File: src/hdl/qpe_pkg.sv
// ----------------------------------------------------------------------------
// qpe_pkg
// Shared types, constants and helpers for the quoted-printable encoder.
// ----------------------------------------------------------------------------
package qpe_pkg;

    localparam int PENDING_DEPTH = 8;
    localparam int CNT_W         = $clog2(PENDING_DEPTH + 1);
    localparam int IDX_W         = (PENDING_DEPTH > 1) ? $clog2(PENDING_DEPTH) : 1;
    localparam int LINE_W        = 7;
    localparam int FIFO_DEPTH    = 4;
    localparam int FIFO_AW       = $clog2(FIFO_DEPTH);

    localparam logic [LINE_W-1:0] LIMIT_RESET = 7'd73;
    localparam logic [LINE_W-1:0] LIMIT_MAX   = 7'd120;

    localparam logic [7:0] CH_SPACE   = 8'h20;
    localparam logic [7:0] CH_TAB     = 8'h09;
    localparam logic [7:0] CH_NL      = 8'h0A;
    localparam logic [7:0] CH_EQ      = 8'h3D;
    localparam logic [7:0] CH_PRT_LO  = 8'd33;
    localparam logic [7:0] CH_PRT_HI  = 8'd126;

    localparam logic KIND_BYTE = 1'b0;
    localparam logic KIND_EOT  = 1'b1;

    typedef struct packed {
        logic       kind;
        logic [7:0] in_byte;
    } t_in_item;

    typedef struct packed {
        logic [7:0] out_byte;
        logic       last_of_run;
        logic       overflow;
    } t_out_item;

    typedef enum logic [1:0] {
        OP_UNIT,
        OP_NL,
        OP_EOT
    } t_cmd_op;

    typedef struct packed {
        t_cmd_op    op;
        logic [7:0] data;
        logic       literal;
        logic       last;
        logic       ovf;
    } t_cmd;

    typedef enum logic [1:0] {
        FS_IDLE,
        FS_FLUSH,
        FS_FINAL
    } t_front_state;

    typedef enum logic [2:0] {
        BS_IDLE,
        BS_BRK_EQ,
        BS_BRK_NL,
        BS_LIT,
        BS_EQ,
        BS_HI,
        BS_LO,
        BS_NL
    } t_back_state;

    function automatic logic is_blank(input logic [7:0] b);
        return (b == CH_SPACE) || (b == CH_TAB);
    endfunction

    function automatic logic is_literal(input logic [7:0] b);
        return (b >= CH_PRT_LO) && (b <= CH_PRT_HI) && (b != CH_EQ);
    endfunction

    function automatic logic [7:0] hex_digit(input logic [3:0] v);
        return (v < 4'd10) ? (8'h30 + {4'd0, v}) : (8'h41 + {4'd0, v} - 8'd10);
    endfunction

endpackage

File: src/hdl/qpe_front.sv
// ----------------------------------------------------------------------------
// qpe_front
// Accepts items, holds pending blanks and issues encode commands.
// ----------------------------------------------------------------------------
module qpe_front import qpe_pkg::*; (
    input  logic     i_clk,
    input  logic     i_rst_n,
    input  logic     push,
    output logic     full,
    input  t_in_item i_in_item,
    output logic     o_cmd_push,
    output t_cmd     o_cmd,
    input  logic     i_cmd_full
);

    t_front_state r_state, n_state;
    t_in_item     r_item;
    logic [CNT_W-1:0]         r_cnt, n_cnt;
    logic [CNT_W-1:0]         r_idx, n_idx;
    logic [PENDING_DEPTH-1:0] r_ws, n_ws;

    logic item_blank;
    logic item_flushes;
    logic flush_lit;
    logic buf_full;
    logic more_pending;
    logic final_push;

    assign full         = (r_state != FS_IDLE);
    assign item_blank   = (r_item.kind == KIND_BYTE) && is_blank(r_item.in_byte);
    assign item_flushes = !item_blank;
    assign flush_lit    = (r_item.kind == KIND_BYTE) && (r_item.in_byte != CH_NL);
    assign buf_full     = (r_cnt == CNT_W'(PENDING_DEPTH));
    assign more_pending = item_flushes && (r_idx < r_cnt);
    assign final_push   = !(item_blank && !buf_full);

    always_comb begin
        n_state = r_state;
        unique case (r_state)
            FS_IDLE: begin
                if (push) n_state = FS_FLUSH;
            end
            FS_FLUSH: begin
                if (!more_pending) n_state = FS_FINAL;
            end
            FS_FINAL: begin
                if (!(final_push && i_cmd_full)) n_state = FS_IDLE;
            end
            default: n_state = FS_IDLE;
        endcase
    end

    always_comb begin
        o_cmd_push = 1'b0;
        o_cmd      = '{op: OP_UNIT, data: CH_SPACE, literal: 1'b0, last: 1'b0, ovf: 1'b0};
        n_cnt      = r_cnt;
        n_idx      = r_idx;
        n_ws       = r_ws;
        unique case (r_state)
            FS_IDLE: begin
                n_idx = '0;
            end
            FS_FLUSH: begin
                if (more_pending) begin
                    o_cmd_push    = 1'b1;
                    o_cmd.data    = r_ws[r_idx[IDX_W-1:0]] ? CH_TAB : CH_SPACE;
                    o_cmd.literal = flush_lit;
                    if (!i_cmd_full) n_idx = r_idx + CNT_W'(1);
                end
            end
            FS_FINAL: begin
                o_cmd_push = final_push;
                o_cmd.last = 1'b1;
                if (r_item.kind == KIND_EOT) begin
                    o_cmd.op = OP_EOT;
                end else if (item_blank) begin
                    o_cmd.data    = r_ws[0] ? CH_TAB : CH_SPACE;
                    o_cmd.literal = 1'b1;
                    o_cmd.ovf     = 1'b1;
                end else if (r_item.in_byte == CH_NL) begin
                    o_cmd.op = OP_NL;
                end else begin
                    o_cmd.data    = r_item.in_byte;
                    o_cmd.literal = is_literal(r_item.in_byte);
                end
                if (!(final_push && i_cmd_full)) begin
                    if (item_flushes) begin
                        n_cnt = '0;
                    end else if (buf_full) begin
                        for (int i = 0; i < PENDING_DEPTH - 1; i++) n_ws[i] = r_ws[i + 1];
                        n_ws[PENDING_DEPTH-1] = (r_item.in_byte == CH_TAB);
                    end else begin
                        n_ws[r_cnt[IDX_W-1:0]] = (r_item.in_byte == CH_TAB);
                        n_cnt = r_cnt + CNT_W'(1);
                    end
                end
            end
            default: ;
        endcase
    end

    always_ff @(posedge i_clk) begin
        if (!i_rst_n) begin
            r_state <= FS_IDLE;
            r_cnt   <= '0;
            r_idx   <= '0;
        end else begin
            r_state <= n_state;
            r_cnt   <= n_cnt;
            r_idx   <= n_idx;
        end
    end

    always_ff @(posedge i_clk) begin
        r_ws <= n_ws;
        if (r_state == FS_IDLE && push) r_item <= i_in_item;
    end

endmodule

File: src/hdl/qpe_cmd_fifo.sv
// ----------------------------------------------------------------------------
// qpe_cmd_fifo
// Short command queue between the front and the back.
// ----------------------------------------------------------------------------
module qpe_cmd_fifo import qpe_pkg::*; (
    input  logic i_clk,
    input  logic i_rst_n,
    input  logic i_push,
    input  t_cmd i_cmd,
    output logic o_full,
    input  logic i_pop,
    output t_cmd o_cmd,
    output logic o_empty
);

    t_cmd               r_mem [FIFO_DEPTH];
    logic [FIFO_AW:0]   r_wp;
    logic [FIFO_AW:0]   r_rp;
    logic               do_push;
    logic               do_pop;

    assign o_empty = (r_wp == r_rp);
    assign o_full  = (r_wp[FIFO_AW] != r_rp[FIFO_AW]) &&
                     (r_wp[FIFO_AW-1:0] == r_rp[FIFO_AW-1:0]);
    assign do_push = i_push && !o_full;
    assign do_pop  = i_pop && !o_empty;
    assign o_cmd   = r_mem[r_rp[FIFO_AW-1:0]];

    always_ff @(posedge i_clk) begin
        if (!i_rst_n) begin
            r_wp <= '0;
            r_rp <= '0;
        end else begin
            if (do_push) r_wp <= r_wp + (FIFO_AW+1)'(1);
            if (do_pop)  r_rp <= r_rp + (FIFO_AW+1)'(1);
        end
    end

    always_ff @(posedge i_clk) begin
        if (do_push) r_mem[r_wp[FIFO_AW-1:0]] <= i_cmd;
    end

endmodule

File: src/hdl/qpe_back.sv
// ----------------------------------------------------------------------------
// qpe_back
// Carries out commands one output byte per cycle while the output slot is free, tracks line length.
// ----------------------------------------------------------------------------
module qpe_back import qpe_pkg::*; (
    input  logic              i_clk,
    input  logic              i_rst_n,
    input  logic              i_cfg_we,
    input  logic [LINE_W-1:0] i_cfg_wdata,
    input  t_cmd              i_cmd,
    input  logic              i_cmd_empty,
    output logic              o_cmd_pop,
    output logic              empty,
    input  logic              pop,
    output t_out_item         o_result
);

    t_back_state       r_state, n_state;
    t_cmd              r_cmd, n_cmd;
    logic [LINE_W-1:0] r_line, n_line;
    logic [LINE_W-1:0] r_limit;
    logic              r_brk, n_brk;
    logic              r_out_valid;
    t_out_item         r_out;

    logic              slot_free;
    logic              emit;
    logic [7:0]        e_byte;
    logic              e_last;
    logic [LINE_W-1:0] line_p1;
    logic [LINE_W-1:0] line_p3;

    assign slot_free = !r_out_valid || pop;
    assign empty     = !r_out_valid;
    assign o_result  = r_out;
    assign line_p1   = r_line + LINE_W'(1);
    assign line_p3   = r_line + LINE_W'(3);

    always_comb begin
        n_state = r_state;
        unique case (r_state)
            BS_IDLE: begin
                if (!i_cmd_empty) begin
                    unique case (i_cmd.op)
                        OP_UNIT: n_state = r_brk ? BS_BRK_EQ :
                                           (i_cmd.literal ? BS_LIT : BS_EQ);
                        OP_NL:   n_state = BS_NL;
                        OP_EOT:  n_state = (r_line != '0) ? BS_NL : BS_IDLE;
                        default: n_state = BS_IDLE;
                    endcase
                end
            end
            BS_BRK_EQ: if (slot_free) n_state = BS_BRK_NL;
            BS_BRK_NL: if (slot_free) n_state = r_cmd.literal ? BS_LIT : BS_EQ;
            BS_LIT:    if (slot_free) n_state = BS_IDLE;
            BS_EQ:     if (slot_free) n_state = BS_HI;
            BS_HI:     if (slot_free) n_state = BS_LO;
            BS_LO:     if (slot_free) n_state = BS_IDLE;
            BS_NL:     if (slot_free) n_state = BS_IDLE;
            default:   n_state = BS_IDLE;
        endcase
    end

    always_comb begin
        o_cmd_pop = 1'b0;
        n_cmd     = r_cmd;
        n_line    = r_line;
        n_brk     = r_brk;
        emit      = 1'b0;
        e_byte    = CH_EQ;
        e_last    = 1'b0;
        unique case (r_state)
            BS_IDLE: begin
                if (!i_cmd_empty) begin
                    o_cmd_pop = 1'b1;
                    n_cmd     = i_cmd;
                    if (i_cmd.op != OP_UNIT) n_brk = 1'b0;
                end
            end
            BS_BRK_EQ: begin
                emit = 1'b1;
            end
            BS_BRK_NL: begin
                emit   = 1'b1;
                e_byte = CH_NL;
                if (slot_free) begin
                    n_line = '0;
                    n_brk  = 1'b0;
                end
            end
            BS_LIT: begin
                emit   = 1'b1;
                e_byte = r_cmd.data;
                e_last = r_cmd.last;
                if (slot_free) begin
                    n_line = line_p1;
                    n_brk  = (line_p1 > r_limit);
                end
            end
            BS_EQ: begin
                emit = 1'b1;
            end
            BS_HI: begin
                emit   = 1'b1;
                e_byte = hex_digit(r_cmd.data[7:4]);
            end
            BS_LO: begin
                emit   = 1'b1;
                e_byte = hex_digit(r_cmd.data[3:0]);
                e_last = r_cmd.last;
                if (slot_free) begin
                    n_line = line_p3;
                    n_brk  = (line_p3 > r_limit);
                end
            end
            BS_NL: begin
                emit   = 1'b1;
                e_byte = CH_NL;
                e_last = r_cmd.last;
                if (slot_free) n_line = '0;
            end
            default: ;
        endcase
    end

    always_ff @(posedge i_clk) begin
        if (!i_rst_n) begin
            r_state     <= BS_IDLE;
            r_line      <= '0;
            r_brk       <= 1'b0;
            r_limit     <= LIMIT_RESET;
            r_out_valid <= 1'b0;
        end else begin
            r_state <= n_state;
            r_line  <= n_line;
            r_brk   <= n_brk;
            if (i_cfg_we) r_limit <= (i_cfg_wdata > LIMIT_MAX) ? LIMIT_MAX : i_cfg_wdata;
            if (slot_free) r_out_valid <= emit;
        end
    end

    always_ff @(posedge i_clk) begin
        r_cmd <= n_cmd;
        if (slot_free && emit) begin
            r_out.out_byte    <= e_byte;
            r_out.last_of_run <= e_last;
            r_out.overflow    <= r_cmd.ovf;
        end
    end

endmodule

File: src/hdl/quoted_printable_encoder_top.sv
// Flow: an accepted item is registered in the front, its commands pass through the
// command FIFO, and the back loads each one and registers every output byte.
// Throughput: the front takes no new item until it has issued every command for
// the last one, pending blanks included; the back puts out 1 byte per cycle while
// the output slot is free, and loads each command in its idle state.
// Reset: synchronous, active low; clears line length, pending blanks, queues and
// sets the soft break limit to 73.
// ----------------------------------------------------------------------------
// quoted_printable_encoder_top
// Quoted-printable encoder: front classifies items, back emits encoded bytes.
// ----------------------------------------------------------------------------
module quoted_printable_encoder_top import qpe_pkg::*; (
    input  logic              i_clk,
    input  logic              i_rst_n,
    input  logic              push,
    output logic              full,
    input  t_in_item          i_in_item,
    output logic              empty,
    input  logic              pop,
    output t_out_item         o_result,
    input  logic              i_cfg_we,
    input  logic [LINE_W-1:0] i_cfg_wdata
);

    logic cmd_push;
    logic cmd_full;
    logic cmd_pop;
    logic cmd_empty;
    t_cmd cmd_in;
    t_cmd cmd_out;

    qpe_front u_front (
        .i_clk      (i_clk),
        .i_rst_n    (i_rst_n),
        .push       (push),
        .full       (full),
        .i_in_item  (i_in_item),
        .o_cmd_push (cmd_push),
        .o_cmd      (cmd_in),
        .i_cmd_full (cmd_full)
    );

    qpe_cmd_fifo u_fifo (
        .i_clk   (i_clk),
        .i_rst_n (i_rst_n),
        .i_push  (cmd_push),
        .i_cmd   (cmd_in),
        .o_full  (cmd_full),
        .i_pop   (cmd_pop),
        .o_cmd   (cmd_out),
        .o_empty (cmd_empty)
    );

    qpe_back u_back (
        .i_clk       (i_clk),
        .i_rst_n     (i_rst_n),
        .i_cfg_we    (i_cfg_we),
        .i_cfg_wdata (i_cfg_wdata),
        .i_cmd       (cmd_out),
        .i_cmd_empty (cmd_empty),
        .o_cmd_pop   (cmd_pop),
        .empty       (empty),
        .pop         (pop),
        .o_result    (o_result)
    );

endmodule
File: config.mk
export PLATFORM = sky130hd
export DESIGN_NAME = quoted_printable_encoder_top
export DESIGN_NICKNAME = d
export VERILOG_FILES = /design/src/hdl/qpe_pkg.sv /design/src/hdl/qpe_front.sv /design/src/hdl/qpe_cmd_fifo.sv /design/src/hdl/qpe_back.sv /design/src/hdl/quoted_printable_encoder_top.sv
export SDC_FILE = /design/constraint.sdc
export NUM_CORES = 1
export LEC_CHECK = 0
export BUFFER_PORTS_ARGS = -buffer_cell sky130_fd_sc_hd__buf_2
export CAP_MARGIN = 15
export CORE_ASPECT_RATIO = 1.4
export CORE_MARGIN = 8
export CORE_UTILIZATION = 55
export DETAILED_ROUTE_END_ITERATION = 10
export PLACE_DENSITY = 0.76
export SYNTH_ARGS = -nofsm -noshare
export SYNTH_HDL_FRONTEND = slang
export SYNTH_SLANG_ARGS = --single-unit
File: constraint.sdc
create_clock -name i_clk -period 7.5 [get_ports i_clk]
set_input_delay 0.75 -clock i_clk [delete_from_list [all_inputs] [get_ports i_clk]]
set_output_delay 0.75 -clock i_clk [all_outputs]
set_load 0.02 [all_outputs]
Yosys cells after proc, flatten, opt, wreduce, memory -nomap -nowiden:

Memories as Yosys holds them, arrays and structs flattened. A register that Yosys moved wholly into a read port is not among the register bits.
Cells that the tools add are included.

* bits in registers: 73
* latch bits: 0
* memory bits (writable): 52
* ROM bits: 0
* input port bits: 21
* word-level logic and storage cells: 188
* memories kept: 1

Memory list
* u_fifo.r_mem: words 4, width 13, read ports 1, clocked after memory_dff 1, write ports 1, RTL line qpe_cmd_fifo.sv:16 `t_cmd r_mem [FIFO_DEPTH];`

* add/sub/neg operators: 12
* multipliers: 0
* div/mod/pow operators: 0
* $lt $le $gt $ge: 11
* eq/ne operators: 36
* shift operators: 0
* mux-type cells: 64
* bitwise gates (word level): 3
* reductions and logical operators: 41

Operators with widths (number)
* two-way mux 9 bit: 4
* one-hot mux 8 bit (4 select lines): 1
* two-way mux 3 bit: 10
* two-way mux 7 bit: 4
* two-way mux 8 bit: 3
* one-hot mux 7 bit (3 select lines): 1
* != test 2 x 1 -> 1 bit, second input constant: 10
* two-way mux 2 bit: 9
* one-hot mux 3 bit (6 select lines): 1
* one-hot mux 9 bit (2 select lines): 1
* adder 7 x 4 -> 8 bit, first input constant: 2
* equality test 8 x 4 -> 1 bit, second input constant: 2
* two-way mux 1 bit: 16
* two-way mux 4 bit: 4
* subtractor 8 x 4 -> 8 bit, second input constant: 2
* adder 6 x 4 -> 7 bit, first input constant: 2
* greater-than comparator 7 bit: 2
* logical AND 1 bit: 13
* equality test 3 bit, second input constant: 4
* two-way mux 6 bit: 2
* != test 2 bit, second input constant: 6
* AND reduction 3 bit: 4
* AND reduction 6 bit: 2
* one-hot mux 3 bit (3 select lines): 1
* other kinds (43): 61

Logic depth before layout (Yosys ltp):

* word-level depth: 10
* depth in mapped cells: 11
* depth with buffers taken out: 11

Modules after synthesis:

From an unflattened synthesis, not the netlist that was laid out.

* cells, all modules: 604
* area, all modules: 6640.1 µm²

By module, submodules not included
* qpe_cmd_fifo: times used 1, cells each 135, area an instance 2439.8 µm², seq. area each 1721.7 µm²
* qpe_back: times used 1, cells each 266, area an instance 2392.3 µm², seq. area each 1011.0 µm²
* qpe_front: times used 1, cells each 203, area an instance 1808.0 µm², seq. area each 710.7 µm²

Least setup slack after synthesis:

Ideal clock, no wire load.

* kind: flip-flop to flip-flop
* start: reg u_front.r_cnt[2]
* end: mem u_fifo.r_mem[3][0] (netlist name) (enable)
* arrival: 2571 ps
* required time: 7091 ps
* setup slack: 4520 ps
* cell stages (with the launch flop): 7
* path buffers: 1
* period minus slack after synthesis: 2980 ps
* path through: dfxtp_1 -> clkbuf_1 -> inv_1 -> ha_1 -> o21ai_0 -> o2111ai_4 -> a211oi_1

* word-level cells in the longest chain between the ends: 8

RTL lines
* start: declaration: RTL line qpe_front.sv:18 `logic [CNT_W-1:0] r_cnt, n_cnt;`
* start signal: assignment: RTL line qpe_front.sv:109 `r_cnt <= n_cnt;`
* branches (longest 4 deep; another with less-than comparator 4 bit)
* one-hot mux 1 bit (2 select lines) *: RTL line qpe_front.sv:59 `unique case (r_state)`
* logical AND 1 bit *: RTL line qpe_cmd_fifo.sv:25 `assign do_push = i_push && !o_full;`
* two-way mux 1 bit *: RTL line qpe_cmd_fifo.sv:40 `if (do_push) r_mem[r_wp[FIFO_AW-1:0]] <= i_cmd;`
* two-way mux 1 bit (not written as such) *: RTL line qpe_cmd_fifo.sv:40
* end: declaration: RTL line qpe_cmd_fifo.sv:16

Mark *: on every way between the ends.

Worst setup path in the final report:

* start: reg u_front.r_cnt[2]
* end: mem u_fifo.r_mem[0][7] (netlist name) (enable)

The elaborated chain is that of the path after synthesis.

==> out/metrics.cfg <==
[synthesis]
syn_area_sq_um=6510
synth_edf_count=90
yosysTopAreaCell=edfxtp_1
async_flop_share_pct=0
synth_cells=575
yosysWarnings=0
synth.top_cell.area_share_pct=41.5
synthFlopType=edfxtp_1
synth.distinct_cells=63
avgSynthCellArea_sq_um=11.3
synth_seq_cells=127
synth_nets=627
ys_top_cells_by_area=edfxtp_1 41%, dfxtp_1 11%, ha_1 6.0%
ys_seq_area_share_pct=52.9

[pwr]
ir_drop_uv=187
power_mw=2.20
cellPowerDensity_nw_per_um2=297
p_leak_nw=2.62

[timing]
skew_ps=5.38
setup_slack_ps=4280
fmax_mhz=310
setup-tns-final_ps=0
relSlewSlack_pct=17.7
worst_pin_slew_ps=1230
hold_violations=0
finalCritPeriodShare_pct=42.9
slew_violations=0
period_needed_ps=3220
rsz0062_at_grt=no
setup_viol=0
whs_ps=478

[floorplan]
die_y_um=145
coreArea_sq_um=11700
dieArea_sq_um=15600
io_pins=33
initial_core_util_pct=55.7
fp.dieW_um=108
placementRows=47

[clock_tree]
clock_path_buffers=2
ctsHoldBuffers=0
post_cts_buffers=0
numCtsBuffers=17
cts_tree=done
h-tree-depth=4
cts_num_sinks=127
clock_latency_ps=410
cts_root_buf=clkbuf_16
cts_resized=0
clk_pin_slew_ps=60

[grt]
grt_max_degree=26
grt.overflow.total=0
first_global_vias=4703
track_usage_pct=18.6
antenna_found_initial=0
grt_pass1_wl_um=22700

[drt]
vias=4652
drcViolationCount=0
finalWirelength_um=13800
drtIter0Drc=278
vias_per_cell=6.11
wl_per_cell_um=18.1
drtAntennaViolNets=0
first_pass_iters=5

[outcome]
outcome=finished, final reports clean

[finish]
post_route_cells_drive_above_1_share_pct=14.3
syn_to_final_growth_pct=13.8
final_nets=653
antenna_cells=0
num-fill-cells=888
stdcell_count=761

[worst_setup_path]
cp_max_fo=16
worstSetupPathType=reg2reg
cp.required_ps=7540
crit_path_end_kind=flip-flop
ff2ff_setup_slack_ps=4280
cp_cell_sequence=inv_1 > ha_1 > o21ai_0 > o2111ai_4 > a21oi_1 > and2_1
critPathBufInv=1
crit_slowest_cell=dfxtp_1
startpoint_type=flip-flop
arrival_ps=3260
max_stage_delay_ps=650
crit_family=compound AO/OA/AOI/OAI gates

[place]
port_buffers=32
gp_congestion=0.892
place_inst=728
dp_slack_ps=4280
hpwl_um=9630

[min_path]
min-delay-path-class=reg2reg

[run]
drv_cap=0

## power breakdown
part / leakage, nW / internal (mW) / switching (mW)
clock network: 0.310 / 0.591 / 0.298
registers: 1.14 / 0.829 / 0.0905
logic: 1.17 / 0.163 / 0.226
total: 2.62 / 1.58 / 0.615
## sequential cells by signal, summed over array words and instances, names as in the netlist, named ones only
register,cells
u_back.r_state,3
u_back.r_out_valid,1
u_front.r_ws,8
u_front.r_state,2
u_back.o_result,10
u_back.r_brk,1
u_fifo.r_wp,3
u_front.r_cnt,4
u_fifo.r_rp,3
u_back.r_limit,7
u_back.r_cmd,11
u_front.r_idx,4
u_fifo.r_mem,52
u_front.r_item,9
u_back.r_line,7
## cells by family (layout without fill, tap and decap cells)
| logic type | count (synthesis) | in the layout | share of synthesized area (%) |
|---|---|---|---|
| xor+xnor | 22 | 22 | 2.96 |
| flops | 127 | 127 | 52.9 |
| fa+ha+maj | 32 | 32 | 6.11 |
| simple gates | 170 | 170 | 13.3 |
| mux | 25 | 25 | 6.72 |
| compound gates | 137 | 137 | 14.3 |
| buf+inv | 62 | 101 | 3.78 |
## cells in the mapped netlist, drive strengths merged (5+ instances only)
master,instances
a211oi,8
a21oi,44
a31oi,5
a32o,5
and2,8
and3,6
buf,5
clkbuf,22
dfxtp,37
edfxtp,90
ha,31
inv,34
mux2i,10
mux4,15
nand2,36
nand2b,13
nand3,18
nand3b,6
nor2,43
nor2b,6
nor3,13
o211ai,8
o21a,6
o21ai,24
xnor2,17
xor2,5
## through the flow
step / util [%] / cell area [sq um]
2_1_floorplan: - / 6510
3_3_place_gp: 57.7 / 6750
3_5_place_dp: 57.7 / 6750
4_1_cts: 63.2 / 7400
5_1_grt: 63.3 / 7410
6_report: 63.3 / 7410
## final timing paths
| kind | from | endpoint | cells past startpoint |
|---|---|---|---|
| worst max register to register | u_front.r_cnt[2] | u_fifo.r_mem[0][7] | 6 |
| worst min register to register | u_back.r_cmd[0] | u_back.o_result[0] | 0 |
| worst min-delay path | u_back.r_cmd[0] | u_back.o_result[0] | 0 |
| worst max-delay path | u_front.r_cnt[2] | u_fifo.r_mem[0][7] | 6 |
## final cells by class
type	count	area (sq um)	share of cell area (%)
multi-input cells	386	2830	38.2
inverters	35	131	1.77
well taps	147	184	2.48
flip-flops and latches	127	3440	46.5
clock buffers	19	433	5.84
repair buffers	34	181	2.45
clock inverters	13	210	2.84
## layer usage
metal / wire length, um / track usage, % / up-vias
met5: 0 / 0 / -
met2: 7300 / 33.6 / 153
met4: 443 / 10.6 / 0
met1: 5560 / 19.8 / 2249
li1: - / - / 2211
met3: 481 / 3.28 / 39
## cell usage in the layout (no fill, tap or decap), types with 4 or more instances in the layout
| master | netlist | routed |
|---|---|---|
| o211ai_1 | 8 | 8 |
| a211oi_1 | 7 | 6 |
| clkbuf_16 | 0 | 17 |
| nand2_1 | 36 | 36 |
| xnor2_1 | 17 | 17 |
| nor3_1 | 12 | 12 |
| and3_1 | 6 | 6 |
| inv_1 | 34 | 34 |
| a41oi_1 | 4 | 4 |
| o21ai_0 | 24 | 24 |
| dfxtp_1 | 37 | 37 |
| or3_1 | 4 | 4 |
| nand3_1 | 18 | 18 |
| o21a_1 | 6 | 6 |
| mux4_2 | 15 | 15 |
| nor2_1 | 42 | 42 |
| nor2b_1 | 6 | 6 |
| xor2_1 | 5 | 5 |
| nand3b_1 | 6 | 6 |
| nand2b_1 | 13 | 13 |
| nand4_1 | 4 | 4 |
| ha_1 | 31 | 31 |
| a31oi_1 | 5 | 5 |
| edfxtp_1 | 90 | 90 |
| bufinv_16 | 0 | 5 |
| a32o_1 | 5 | 5 |
| a21oi_1 | 44 | 44 |
| mux2i_1 | 10 | 10 |
| and2_1 | 8 | 8 |
| buf_2 | 2 | 32 |
No activity file was read; power rests on OpenSTA's default activity.
